**config.mk**
```make
export PLATFORM = sky130hd
export DESIGN_NAME = sensor_ema_anomaly_monitor
export DESIGN_NICKNAME = d
export VERILOG_FILES = /design/src/rtl/sema_pkg.sv /design/src/rtl/sema_cfg.sv /design/src/rtl/sema_channel.sv /design/src/rtl/sensor_ema_anomaly_monitor.sv
export SDC_FILE = /design/constraint.sdc
export NUM_CORES = 1
export LEC_CHECK = 0
export ABC_CLOCK_PERIOD_IN_PS = 5700
export BUFFER_PORTS_ARGS = -buffer_cell sky130_fd_sc_hd__buf_2
export CAP_MARGIN = 20
export CORE_UTILIZATION = 50
export DETAILED_ROUTE_END_ITERATION = 8
export PLACE_DENSITY = 0.68
export SYNTH_ARGS = -nofsm -noshare
export SYNTH_HDL_FRONTEND = slang
export SYNTH_SLANG_ARGS = --single-unit
```
**constraint.sdc**
```tcl
create_clock -name clk -period 5.7 [get_ports clk]
set_clock_uncertainty 0.1 [all_clocks]
set_input_delay 1.14 -clock clk [delete_from_list [all_inputs] [get_ports clk]]
set_output_delay 1.14 -clock clk [all_outputs]
set_load 0.01 [all_outputs]
```
**src/rtl/sema_pkg.sv**
```systemverilog
// ----------------------------------------------------------------------------
// sema_pkg
// Shared constants, register codes and payload types of the sensor average
// monitor.
// ----------------------------------------------------------------------------
package sema_pkg;

	localparam int FRACTION_BITS = 8;
	localparam int ALPHA_SHIFT   = 2;

	localparam int TEMP_W    = 16;
	localparam int HUM_W     = 14;
	localparam int LIGHT_W   = 16;
	localparam int COUNT_W   = 32;
	localparam int CFG_W     = 16;
	localparam int CFG_IDX_W = 3;

	localparam int TEMP_AVG_W  = TEMP_W + FRACTION_BITS;
	localparam int HUM_AVG_W   = HUM_W + FRACTION_BITS;
	localparam int LIGHT_AVG_W = LIGHT_W + FRACTION_BITS;

	localparam int IN_BITS     = TEMP_W + HUM_W + LIGHT_W;
	localparam int IN_TDATA_W  = ((IN_BITS + 7) / 8) * 8;
	localparam int OUT_BITS    = 6 + TEMP_AVG_W + HUM_AVG_W + LIGHT_AVG_W + COUNT_W;
	localparam int OUT_TDATA_W = ((OUT_BITS + 7) / 8) * 8;

	localparam logic [COUNT_W-1:0] COUNT_MAX = '1;

	typedef enum logic [CFG_IDX_W-1:0] {
		CFG_TEMP_LOW   = 3'd0,
		CFG_TEMP_HIGH  = 3'd1,
		CFG_HUM_LOW    = 3'd2,
		CFG_HUM_HIGH   = 3'd3,
		CFG_LIGHT_HIGH = 3'd4,
		CFG_TEMP_STEP  = 3'd5,
		CFG_HUM_STEP   = 3'd6,
		CFG_LIGHT_STEP = 3'd7
	} cfg_idx_t;

	localparam logic [TEMP_W-1:0]  RST_TEMP_LOW   = 16'd0;
	localparam logic [TEMP_W-1:0]  RST_TEMP_HIGH  = 16'd4500;
	localparam logic [HUM_W-1:0]   RST_HUM_LOW    = 14'd1000;
	localparam logic [HUM_W-1:0]   RST_HUM_HIGH   = 14'd9000;
	localparam logic [LIGHT_W-1:0] RST_LIGHT_HIGH = 16'd5000;
	localparam logic [TEMP_W-1:0]  RST_TEMP_STEP  = 16'd500;
	localparam logic [HUM_W-1:0]   RST_HUM_STEP   = 14'd2000;
	localparam logic [LIGHT_W-1:0] RST_LIGHT_STEP = 16'd1500;

	// temperature low and high limits are two's complement
	typedef struct packed {
		logic [LIGHT_W-1:0] light_step_limit;
		logic [HUM_W-1:0]   humidity_step_limit;
		logic [TEMP_W-1:0]  temp_step_limit;
		logic [LIGHT_W-1:0] light_high_limit;
		logic [HUM_W-1:0]   humidity_high_limit;
		logic [HUM_W-1:0]   humidity_low_limit;
		logic [TEMP_W-1:0]  temp_high_limit;
		logic [TEMP_W-1:0]  temp_low_limit;
	} cfg_t;

	typedef struct packed {
		logic [LIGHT_W-1:0] light;
		logic [HUM_W-1:0]   humidity;
		logic [TEMP_W-1:0]  temperature;
	} sample_t;

	typedef struct packed {
		logic [COUNT_W-1:0]     sample_total;
		logic [LIGHT_AVG_W-1:0] light_avg;
		logic [HUM_AVG_W-1:0]   hum_avg;
		logic [TEMP_AVG_W-1:0]  temp_avg;
		logic                   sensor_step;
		logic                   light_high;
		logic                   humidity_low;
		logic                   humidity_high;
		logic                   temp_low;
		logic                   temp_high;
	} result_t;

endpackage

```
**src/rtl/sema_cfg.sv**
```systemverilog
// ----------------------------------------------------------------------------
// sema_cfg
// Limit and step threshold registers, written through the configuration port.
// ----------------------------------------------------------------------------
module sema_cfg (
	input  logic                           clk,
	input  logic                           arst_n,
	input  logic                           cfg_wen,
	input  logic [sema_pkg::CFG_IDX_W-1:0] cfg_index,
	input  logic [sema_pkg::CFG_W-1:0]     cfg_wdata,
	output sema_pkg::cfg_t                 cfg
);
	import sema_pkg::*;

	cfg_t cfg_q;

	always_ff @(posedge clk or negedge arst_n) begin
		if (!arst_n) begin
			cfg_q.temp_low_limit      <= RST_TEMP_LOW;
			cfg_q.temp_high_limit     <= RST_TEMP_HIGH;
			cfg_q.humidity_low_limit  <= RST_HUM_LOW;
			cfg_q.humidity_high_limit <= RST_HUM_HIGH;
			cfg_q.light_high_limit    <= RST_LIGHT_HIGH;
			cfg_q.temp_step_limit     <= RST_TEMP_STEP;
			cfg_q.humidity_step_limit <= RST_HUM_STEP;
			cfg_q.light_step_limit    <= RST_LIGHT_STEP;
		end else if (cfg_wen) begin
			case (cfg_idx_t'(cfg_index))
				CFG_TEMP_LOW:   cfg_q.temp_low_limit      <= cfg_wdata[TEMP_W-1:0];
				CFG_TEMP_HIGH:  cfg_q.temp_high_limit     <= cfg_wdata[TEMP_W-1:0];
				CFG_HUM_LOW:    cfg_q.humidity_low_limit  <= cfg_wdata[HUM_W-1:0];
				CFG_HUM_HIGH:   cfg_q.humidity_high_limit <= cfg_wdata[HUM_W-1:0];
				CFG_LIGHT_HIGH: cfg_q.light_high_limit    <= cfg_wdata[LIGHT_W-1:0];
				CFG_TEMP_STEP:  cfg_q.temp_step_limit     <= cfg_wdata[TEMP_W-1:0];
				CFG_HUM_STEP:   cfg_q.humidity_step_limit <= cfg_wdata[HUM_W-1:0];
				CFG_LIGHT_STEP: cfg_q.light_step_limit    <= cfg_wdata[LIGHT_W-1:0];
				default:        cfg_q <= cfg_q;
			endcase
		end
	end

	assign cfg = cfg_q;

endmodule

```
**src/rtl/sema_channel.sv**
```systemverilog
// ----------------------------------------------------------------------------
// sema_channel
// One channel's moving average register, its update and its step detection.
// ----------------------------------------------------------------------------
module sema_channel #(
	parameter int SAMPLE_W = 16,
	parameter int LIMIT_W  = 16,
	parameter bit SIGNED   = 1'b0
) (
	input  logic                                        clk,
	input  logic                                        arst_n,
	input  logic                                        load,
	input  logic                                        first,
	input  logic [SAMPLE_W-1:0]                         sample,
	input  logic [LIMIT_W-1:0]                          limit,
	output logic [SAMPLE_W+sema_pkg::FRACTION_BITS-1:0] ema_next,
	output logic                                        step_hit
);
	import sema_pkg::*;

	localparam int AVG_W  = SAMPLE_W + FRACTION_BITS;
	localparam int DIFF_W = AVG_W + 1;

	logic [AVG_W-1:0]         avg_q;
	logic [AVG_W-1:0]         sample_fx;
	logic                     sample_sign;
	logic                     avg_sign;
	logic signed [DIFF_W-1:0] diff;
	logic signed [DIFF_W-1:0] diff_sh;
	logic [DIFF_W-1:0]        mag;
	logic [DIFF_W-1:0]        limit_fx;

	assign sample_fx   = AVG_W'(sample) << FRACTION_BITS;
	assign sample_sign = SIGNED & sample[SAMPLE_W-1];
	assign avg_sign    = SIGNED & avg_q[AVG_W-1];
	assign diff        = $signed({sample_sign, sample_fx}) - $signed({avg_sign, avg_q});
	assign diff_sh     = diff >>> ALPHA_SHIFT;
	assign mag         = diff[DIFF_W-1] ? DIFF_W'(-diff) : DIFF_W'(diff);
	assign limit_fx    = DIFF_W'(limit) << FRACTION_BITS;
	assign step_hit    = mag >= limit_fx;
	assign ema_next    = first ? sample_fx : avg_q + diff_sh[AVG_W-1:0];

	always_ff @(posedge clk or negedge arst_n) begin
		if (!arst_n) begin
			avg_q <= '0;
		end else if (load) begin
			avg_q <= ema_next;
		end
	end

endmodule

```
**src/rtl/sensor_ema_anomaly_monitor.sv**
```systemverilog
// ----------------------------------------------------------------------------
// sensor_ema_anomaly_monitor
// Limit flags, step detection and moving averages for three sensor channels.
// ----------------------------------------------------------------------------
// Path: input register, one pass of compare and shift-add logic, result
//   register, then the master side. Throughput: 1 sample per cycle while
//   the master side accepts results.
// Reset: limits return to their defaults, averages and sample count clear.
module sensor_ema_anomaly_monitor (
	input  logic                             clk,
	input  logic                             arst_n,
	input  logic                             cfg_wen,
	input  logic [sema_pkg::CFG_IDX_W-1:0]   cfg_index,
	input  logic [sema_pkg::CFG_W-1:0]       cfg_wdata,
	input  logic                             s_tvalid,
	output logic                             s_tready,
	// temperature[15:0], humidity[29:16], light[45:30], zero pad
	input  logic [sema_pkg::IN_TDATA_W-1:0]  s_tdata,
	output logic                             m_tvalid,
	input  logic                             m_tready,
	// temp_high[0], temp_low[1], humidity_high[2], humidity_low[3],
	// light_high[4], sensor_step[5], temp_avg[29:6],
	// hum_avg[51:30], light_avg[75:52], sample_total[107:76], zero pad
	output logic [sema_pkg::OUT_TDATA_W-1:0] m_tdata
);
	import sema_pkg::*;

	cfg_t                   cfg;
	sample_t                sample_s1;
	logic                   valid_s1;
	result_t                result;
	result_t                result_s2;
	logic                   valid_s2;
	logic [COUNT_W-1:0]     count_q;
	logic [COUNT_W-1:0]     count_next;
	logic                   advance;
	logic                   first;
	logic                   t_hi;
	logic                   h_hi;
	logic                   t_step;
	logic                   h_step;
	logic                   l_step;
	logic [TEMP_AVG_W-1:0]  t_avg_next;
	logic [HUM_AVG_W-1:0]   h_avg_next;
	logic [LIGHT_AVG_W-1:0] l_avg_next;

	sema_cfg u_cfg (
		.clk       (clk),
		.arst_n    (arst_n),
		.cfg_wen   (cfg_wen),
		.cfg_index (cfg_index),
		.cfg_wdata (cfg_wdata),
		.cfg       (cfg)
	);

	assign advance  = valid_s1 & (~valid_s2 | m_tready);
	assign s_tready = ~valid_s1 | advance;
	assign first    = count_q == '0;

	sema_channel #(.SAMPLE_W(TEMP_W), .LIMIT_W(TEMP_W), .SIGNED(1'b1)) u_temp (
		.clk      (clk),
		.arst_n   (arst_n),
		.load     (advance),
		.first    (first),
		.sample   (sample_s1.temperature),
		.limit    (cfg.temp_step_limit),
		.ema_next (t_avg_next),
		.step_hit (t_step)
	);

	sema_channel #(.SAMPLE_W(HUM_W), .LIMIT_W(HUM_W), .SIGNED(1'b0)) u_hum (
		.clk      (clk),
		.arst_n   (arst_n),
		.load     (advance),
		.first    (first),
		.sample   (sample_s1.humidity),
		.limit    (cfg.humidity_step_limit),
		.ema_next (h_avg_next),
		.step_hit (h_step)
	);

	sema_channel #(.SAMPLE_W(LIGHT_W), .LIMIT_W(LIGHT_W), .SIGNED(1'b0)) u_light (
		.clk      (clk),
		.arst_n   (arst_n),
		.load     (advance),
		.first    (first),
		.sample   (sample_s1.light),
		.limit    (cfg.light_step_limit),
		.ema_next (l_avg_next),
		.step_hit (l_step)
	);

	assign t_hi       = $signed(sample_s1.temperature) > $signed(cfg.temp_high_limit);
	assign h_hi       = sample_s1.humidity > cfg.humidity_high_limit;
	assign count_next = (count_q == COUNT_MAX) ? count_q : count_q + 1'b1;

	always_comb begin
		result.temp_high     = t_hi;
		result.temp_low      = ~t_hi &
			($signed(sample_s1.temperature) < $signed(cfg.temp_low_limit));
		result.humidity_high = h_hi;
		result.humidity_low  = ~h_hi & (sample_s1.humidity < cfg.humidity_low_limit);
		result.light_high    = sample_s1.light > cfg.light_high_limit;
		result.sensor_step   = ~first & (t_step | h_step | l_step);
		result.temp_avg      = t_avg_next;
		result.hum_avg       = h_avg_next;
		result.light_avg     = l_avg_next;
		result.sample_total  = count_next;
	end

	always_ff @(posedge clk or negedge arst_n) begin
		if (!arst_n) begin
			valid_s1 <= 1'b0;
			valid_s2 <= 1'b0;
			count_q  <= '0;
		end else begin
			if (s_tvalid && s_tready) begin
				valid_s1 <= 1'b1;
			end else if (advance) begin
				valid_s1 <= 1'b0;
			end
			if (advance) begin
				valid_s2 <= 1'b1;
				count_q  <= count_next;
			end else if (m_tready) begin
				valid_s2 <= 1'b0;
			end
		end
	end

	always_ff @(posedge clk) begin
		if (s_tvalid && s_tready) begin
			sample_s1 <= s_tdata[IN_BITS-1:0];
		end
		if (advance) begin
			result_s2 <= result;
		end
	end

	assign m_tvalid = valid_s2;
	assign m_tdata  = OUT_TDATA_W'(result_s2);

endmodule

```
==> reports/results.ini, run 1 <==
[die]
die_h_microns=228
die_area_sq_mm=0.0520
io_pins=186
initial_core_util_pct=50.8
core_area_sq_mm=0.0503
die_w_microns=228
fp-row-count=82

[job]
drv_cap=0

[logic_synthesis]
yosysUniqueCellTypes=107
ys_seq_area_share_pct=40.5
synth_flop_cell=dfrtp_1
synthArstFlopShare_pct=59.5
synth_area_per_cell_sq_um=9.54
synth_enable_flop_cells=154
syn_area_sq_mm=0.0255
postSynthCellCount=2675
yosysWarnings=0
ys_ff_latch=380

[sta]
max_slew_margin_pct=32.9
finalMaxSlewViolations=0
setup_viol=0
hold_violations=0
fin_crit_ns=5.53
timing.fmax_mhz=181
fin_ws_ns=0.175
fin_crit_sh_pct=96.9
rsz0062_at_grt=yes
tightest_slew_ns=0.993
fin_setup_tns_ns=0

[hold_path]
min_from=u_cfg.cfg[120]
hold_class=reg2reg

[final_layout]
diodes=0
drive_gt1_share_pct=20.0
nNetsFinal=3261
area_delta_synth_final_pct=15.9

[place]
port_buffers=179
dp_slack_ns=-0.333
dp_hpwl_microns=52500
finalWeightedCongestion=0.962

[worst_setup_path]
worstPathMaxFanout=3
setup.worst_path.start=sample_s1[0]
critPathMaxStageDelay_ns=0.51
cpMaxStageDelayCell=or4b_4
crit_chain=ha_1 -> or4b_4 -> or4_4 -> a31o_1 -> a311oi_2 -> or4b_4 -> or3_4 -> nor3_4 -> buf_4 -> a21oi_1 -> xor2_1 -> ha_1 -> nand2_1 -> nor2_4 -> nand3_2 -> or3_4 -> a221oi_4 -> buf_6 -> a31oi_4 -> and3_4 -> a31oi_1
critPathCaptureType=register
cp-start-kind=register
reg2reg_from=sample_s1[0]
crit_required_ns=6.03
critical_path_class=reg2reg
arrival_ns=5.86

[detailed_routing]
drt_wl_total_microns=70700
wire_per_inst_microns=19.4
final_antenna_net_count=0
drc=0
dr.pass1.iters=7
vias=21062
drt-initial-drc-count=1402
via_per_inst=5.76

[grt]
grt_max_degree=130
grt_use_total_pct=26.8
grt_pass1_wl_microns=111000
antenna_found_initial=3
grt_pass1_vias=20369
grt_overflow=0

[clock_network]
clock_sinks=380
clkSlewWorstSetupHoldPaths_ns=0.06
cts-root-buf=clkbuf_16
htree_levels=2
clkLatencyLatePin_ns=0.59
cts_tree=built
holdBufCountCts=0
cts_buffers=42
clk_path_buf_depth=3

[status]
status=finished, final reports clean

critical path, delay by kind of cell (launching register included):
kind	cells	cell delay, ns
xor gates and xnor gates	1	0.15
AOI/OAI and AO/OA	6	1.02
buffers and inverters	2	0.28
and+or+nand+nor	10	2.87
DFF	1	0.38
adders and majority gates	2	0.59
synth_stat cells (11+ instances only):
| library cell | instances | area share [%] |
|---|---|---|
| a211oi_1 | 20 | 0.59 |
| a21boi_0 | 11 | 0.32 |
| a21o_1 | 63 | 1.9 |
| a21oi_1 | 149 | 2.9 |
| a31oi_1 | 30 | 0.74 |
| and2_1 | 15 | 0.37 |
| and3_1 | 28 | 0.69 |
| clkbuf_1 | 67 | 0.99 |
| dfrtp_1 | 186 | 18 |
| dfstp_2 | 40 | 4.1 |
| edfxtp_1 | 154 | 18 |
| ha_1 | 238 | 12 |
| inv_1 | 243 | 3.6 |
| mux2_2 | 99 | 4.4 |
| nand2_1 | 257 | 3.8 |
| nand2b_1 | 25 | 0.61 |
| nand3_1 | 64 | 1.3 |
| nand4_1 | 36 | 0.88 |
| nor2_1 | 172 | 2.5 |
| nor2b_1 | 28 | 0.69 |
| nor3_1 | 49 | 0.96 |
| nor4_1 | 22 | 0.54 |
| o211ai_1 | 16 | 0.47 |
| o21a_1 | 36 | 1.1 |
| o21ai_0 | 160 | 3.1 |
| o31ai_1 | 21 | 0.62 |
| or2_2 | 14 | 0.34 |
| or3_1 | 17 | 0.42 |
| xnor2_1 | 139 | 4.8 |
| xor2_1 | 70 | 2.4 |
final cells by class:
| class | instances | area [sq um] |
|---|---|---|
| Tap cell | 672 | 841 |
| Multi-Input combinational cell | 1961 | 14000 |
| Fill cell | 4362 | 20700 |
| Clock inverter | 25 | 340 |
| Sequential cell | 380 | 10300 |
| Clock buffer | 53 | 1130 |
| Inverter | 245 | 927 |
| Timing Repair Buffer | 319 | 1990 |
per-stage QoR:
step	area (sq um)	cells	hold slack [ns]	util, %
after global placement	28000	3577	0.387	55.6
after CTS	29500	3655	0.407	58.7
final	29600	3655	0.403	58.8
after global routing	29600	3655	0.416	58.8
after floorplan	25500	2678	0.357	-
after detailed placement	28000	3577	0.394	55.6
cell usage in the layout, fill, tap and decap left out, types with 14 or more instances in the layout:
cell         n
nand2_1    256
or2_2       14
a21o_1      63
inv_1      243
edfxtp_1   154
nand4_1     36
nand2b_1    25
o211ai_1    16
mux2_2      99
xnor2_1    139
nor4_1      20
dfrtp_1    186
dfstp_2     40
o31ai_1     21
nor2_1     169
clkbuf_16   42
and3_1      28
o21a_1      36
a21oi_1    148
a31oi_1     28
or3_1       16
nor2b_1     28
buf_2      178
a211oi_1    20
nor3_1      46
and2_1      14
ha_1       238
xor2_1      70
o21ai_0    158
nand3_1     61
buf_4      137
layer usage:
metal | up-vias | GRT usage [%] | part of all wire (%)
met3 | 127 | 3.54 | 6.3
met4 | 4 | 9.38 | 3.1
met2 | 680 | 41.9 | 44
li1 | 10106 | - | -
met1 | 10145 | 38.1 | 46
met5 | - | 0 | 0.035
final timing paths:
check | depth (start not counted) | slack, ns | to
hold / removal | 1 | 0.40 | u_cfg.cfg[120]
setup reg to reg | 21 | 0.17 | m_tdata[5]
hold reg to reg | 1 | 0.40 | u_cfg.cfg[120]
max in group asynchronous | 2 | 3.75 | u_light.avg_q[16]
setup / recovery | 21 | 0.17 | m_tdata[5]
min in group asynchronous | 1 | 0.52 | u_temp.avg_q[4]
what timing repair did:
action,in CTS,in global routing
setup buffers,1,0
gates resized for setup,12,16
endpoints found under the setup margin,1,1
pin swaps,5,8
kinds of logic (layout without fill, tap and decap cells):
group,count (synthesis),count (layout),synth area share (%)
simple gates,798,798,15.5
xor+xnor,209,209,7.17
buf+inv,337,642,5.28
other cells,1,4,0.0147
flops,380,380,40.5
mux,101,101,4.45
fa+ha+maj,240,240,11.8
compound gates,609,609,15.3
state kept, by name, summed over array words and instances, names as in the netlist, 22 cells and up:
register	cells
u_cfg.cfg	122
m_tdata	108
u_hum.avg_q	22
u_light.avg_q	24
u_temp.avg_q	24
sample_s1	46
count_q	32
Power of run 1 is left out: the tool's default activity adds up to more than one toggle a clock period on the data nets, which glitch-free logic cannot reach.
==> run 2: changes to the inputs <==
Settings changed: GPL_TIMING_DRIVEN set to 0, RECOVER_POWER set to 50, SKIP_LAST_GASP set to 1.
==> run 2 against run 1 <==
  * The flow now finishes with violations (capacitance limit, slew limit, setup timing)
  * Register-to-register slack lost 0.54 ns
  * Global-route usage is 2.1 points higher
  * Flip-flop and latch count is the same
  * Die area is the same
  * Via count up 1.2%
  * Clock-buffer cell count rose by 7
  * Critical path depth did not move
  * Core utilization down 1.1 points
  * Critical path type unchanged
  * Highest routed layer is now met4
==> reports/results.ini, run 2 (synthesis results as in run 1) <==
[final_layout]
diodes=0
n_fill_cell=4443
largest_reg_flops=122
final_common_cell=nand2_1
drive_gt1_share_pct=15.1
nNetsFinal=3231
design_area_sq_mm=0.0290
area_delta_synth_final_pct=13.6
utilization_pct=57.7
final_cell_mix=nand2_1, inv_1, ha_1

[status]
violations=capacitance limit, slew limit, setup timing
status=complete, but fails checks

[detailed_routing]
dr.pass1.iters=6
final_antenna_net_count=0
drt-initial-drc-count=1605
dr_wl_met2_microns=33500
m1WireLength_microns=34200
top_layer=met4
wl_met3_microns=5460
via_per_inst=5.88
vias=21320
drt_wl_total_microns=76000
wire_per_inst_microns=21.0
drc=0

[clock_network]
clock_sinks=380
holdBufCountCts=0
cts_tree=built
cts_buffers=43
clkSlewWorstSetupHoldPaths_ns=0.06
cts-root-buf=clkbuf_16
htree_levels=2
clk_path_buf_depth=3
clkLatencyLatePin_ns=0.58

[grt]
grt_max_degree=80
grt_pass1_wl_microns=117000
antenna_found_initial=0
grt_overflow=0
grt_use_total_pct=28.9
grt_pass1_vias=20252

[sta]
tightest_slew_ns=4.45
hold_violations=0
fin_crit_sh_pct=106
setup_viol=1
fin_setup_tns_ns=-0.369
fin_crit_ns=6.07
rsz0062_at_grt=yes
max_slew_margin_pct=-197
timing.fmax_mhz=165
finalMaxSlewViolations=109
fin_ws_ns=-0.369

[worst_setup_path]
cp-start-kind=register
critPathCaptureType=register
critical_path_class=reg2reg
reg2reg_from=sample_s1[0]
crit_required_ns=5.92
setup.worst_path.start=sample_s1[0]
arrival_ns=6.29
worstPathMaxFanout=3

[place]
port_buffers=177
dp_hpwl_microns=57800
dpl-instance-area_sq_mm=0.0274
finalWeightedCongestion=0.952

[hold_path]
hold_class=reg2reg
min_from=u_cfg.cfg[48]

[die]
core_area_sq_mm=0.0503
initial_core_util_pct=50.8
io_pins=186
die_area_sq_mm=0.0520
die_h_microns=228
die_w_microns=228
fp-row-count=82

[job]
drv_cap=2

## run 2: cell types whose count changed in the layout (fill, tap and decap cells not counted), sizes merged
| cell | before | now |
|---|---|---|
| buf | 319 | 170 |
| clkinv | 16 | 14 |
| clkbuf | 53 | 178 |
| bufinv | 8 | 2 |
| clkinvlp | 0 | 1 |
| inv | 246 | 248 |
## run 2: repair_timing
action,in CTS,in global routing
buffers inserted,9,3
resized for setup,23,23
endpoints found under the setup margin,5,15
pin swaps,12,7
## run 2: layout make-up
cell class                      count  area (sq um)  area share [%]
Multi-Input combinational cell   1961         14100            48.5
Sequential cell                   380         10300            35.6
Clock buffer                       60          1220            4.21
Timing Repair Buffer              196          1020            3.52
Inverter                          245           920            3.17
Tap cell                          672           841            2.90
Buffer                             92           437            1.51
Clock inverter                     20           169           0.582
## run 2: path summary, 6_finish.rpt
check	slack (ns)	to	cells past startpoint
setup / recovery	-0.37	m_tdata[5]	21
hold / removal	0.40	u_cfg.cfg[48]	1
setup reg to reg	-0.37	m_tdata[5]	21
hold reg to reg	0.40	u_cfg.cfg[48]	1
max in group asynchronous	0.92	u_light.avg_q[12]	1
min in group asynchronous	2.04	u_temp.avg_q[3]	1
## run 2: metrics by stage
stage	hold slack, ns	std cells	worst slack (ns)
3_3_place_gp	0.377	3527	-2.43
6_report	0.405	3626	-0.369
2_1_floorplan	0.357	2678	0.141
4_1_cts	0.406	3623	-0.460
5_1_grt	0.424	3626	-0.484
3_5_place_dp	0.393	3534	-1.28
## run 2: worst max-delay path, stage by stage (launching register included)
cell and delay, ns:
edfxtp_1 0.52, ha_4 0.33, or4b_4 0.46, or4_4 0.44, buf_6 0.14, a31o_1 0.23, a311oi_2 0.32, or4b_4 0.52
or3_4 0.37, nor3_4 0.17, a21oi_2 0.09, xor2_1 0.17, ha_1 0.33, a2111oi_2 0.29, o21ai_1 0.17, a21oi_1 0.14
o21ai_1 0.09, a21oi_2 0.24, nand3_4 0.15, a31oi_4 0.24, and3_4 0.22, a31oi_2 0.08
## run 2: routing by layer
| layer | global-route usage [%] | vias up |
|---|---|---|
| met1 | 40.9 | 10304 |
| met4 | 11.0 | 0 |
| met2 | 44.8 | 836 |
| li1 | - | 10029 |
| met3 | 4.08 | 151 |
| met5 | 0 | - |
Power of run 2 is left out for the same reason.
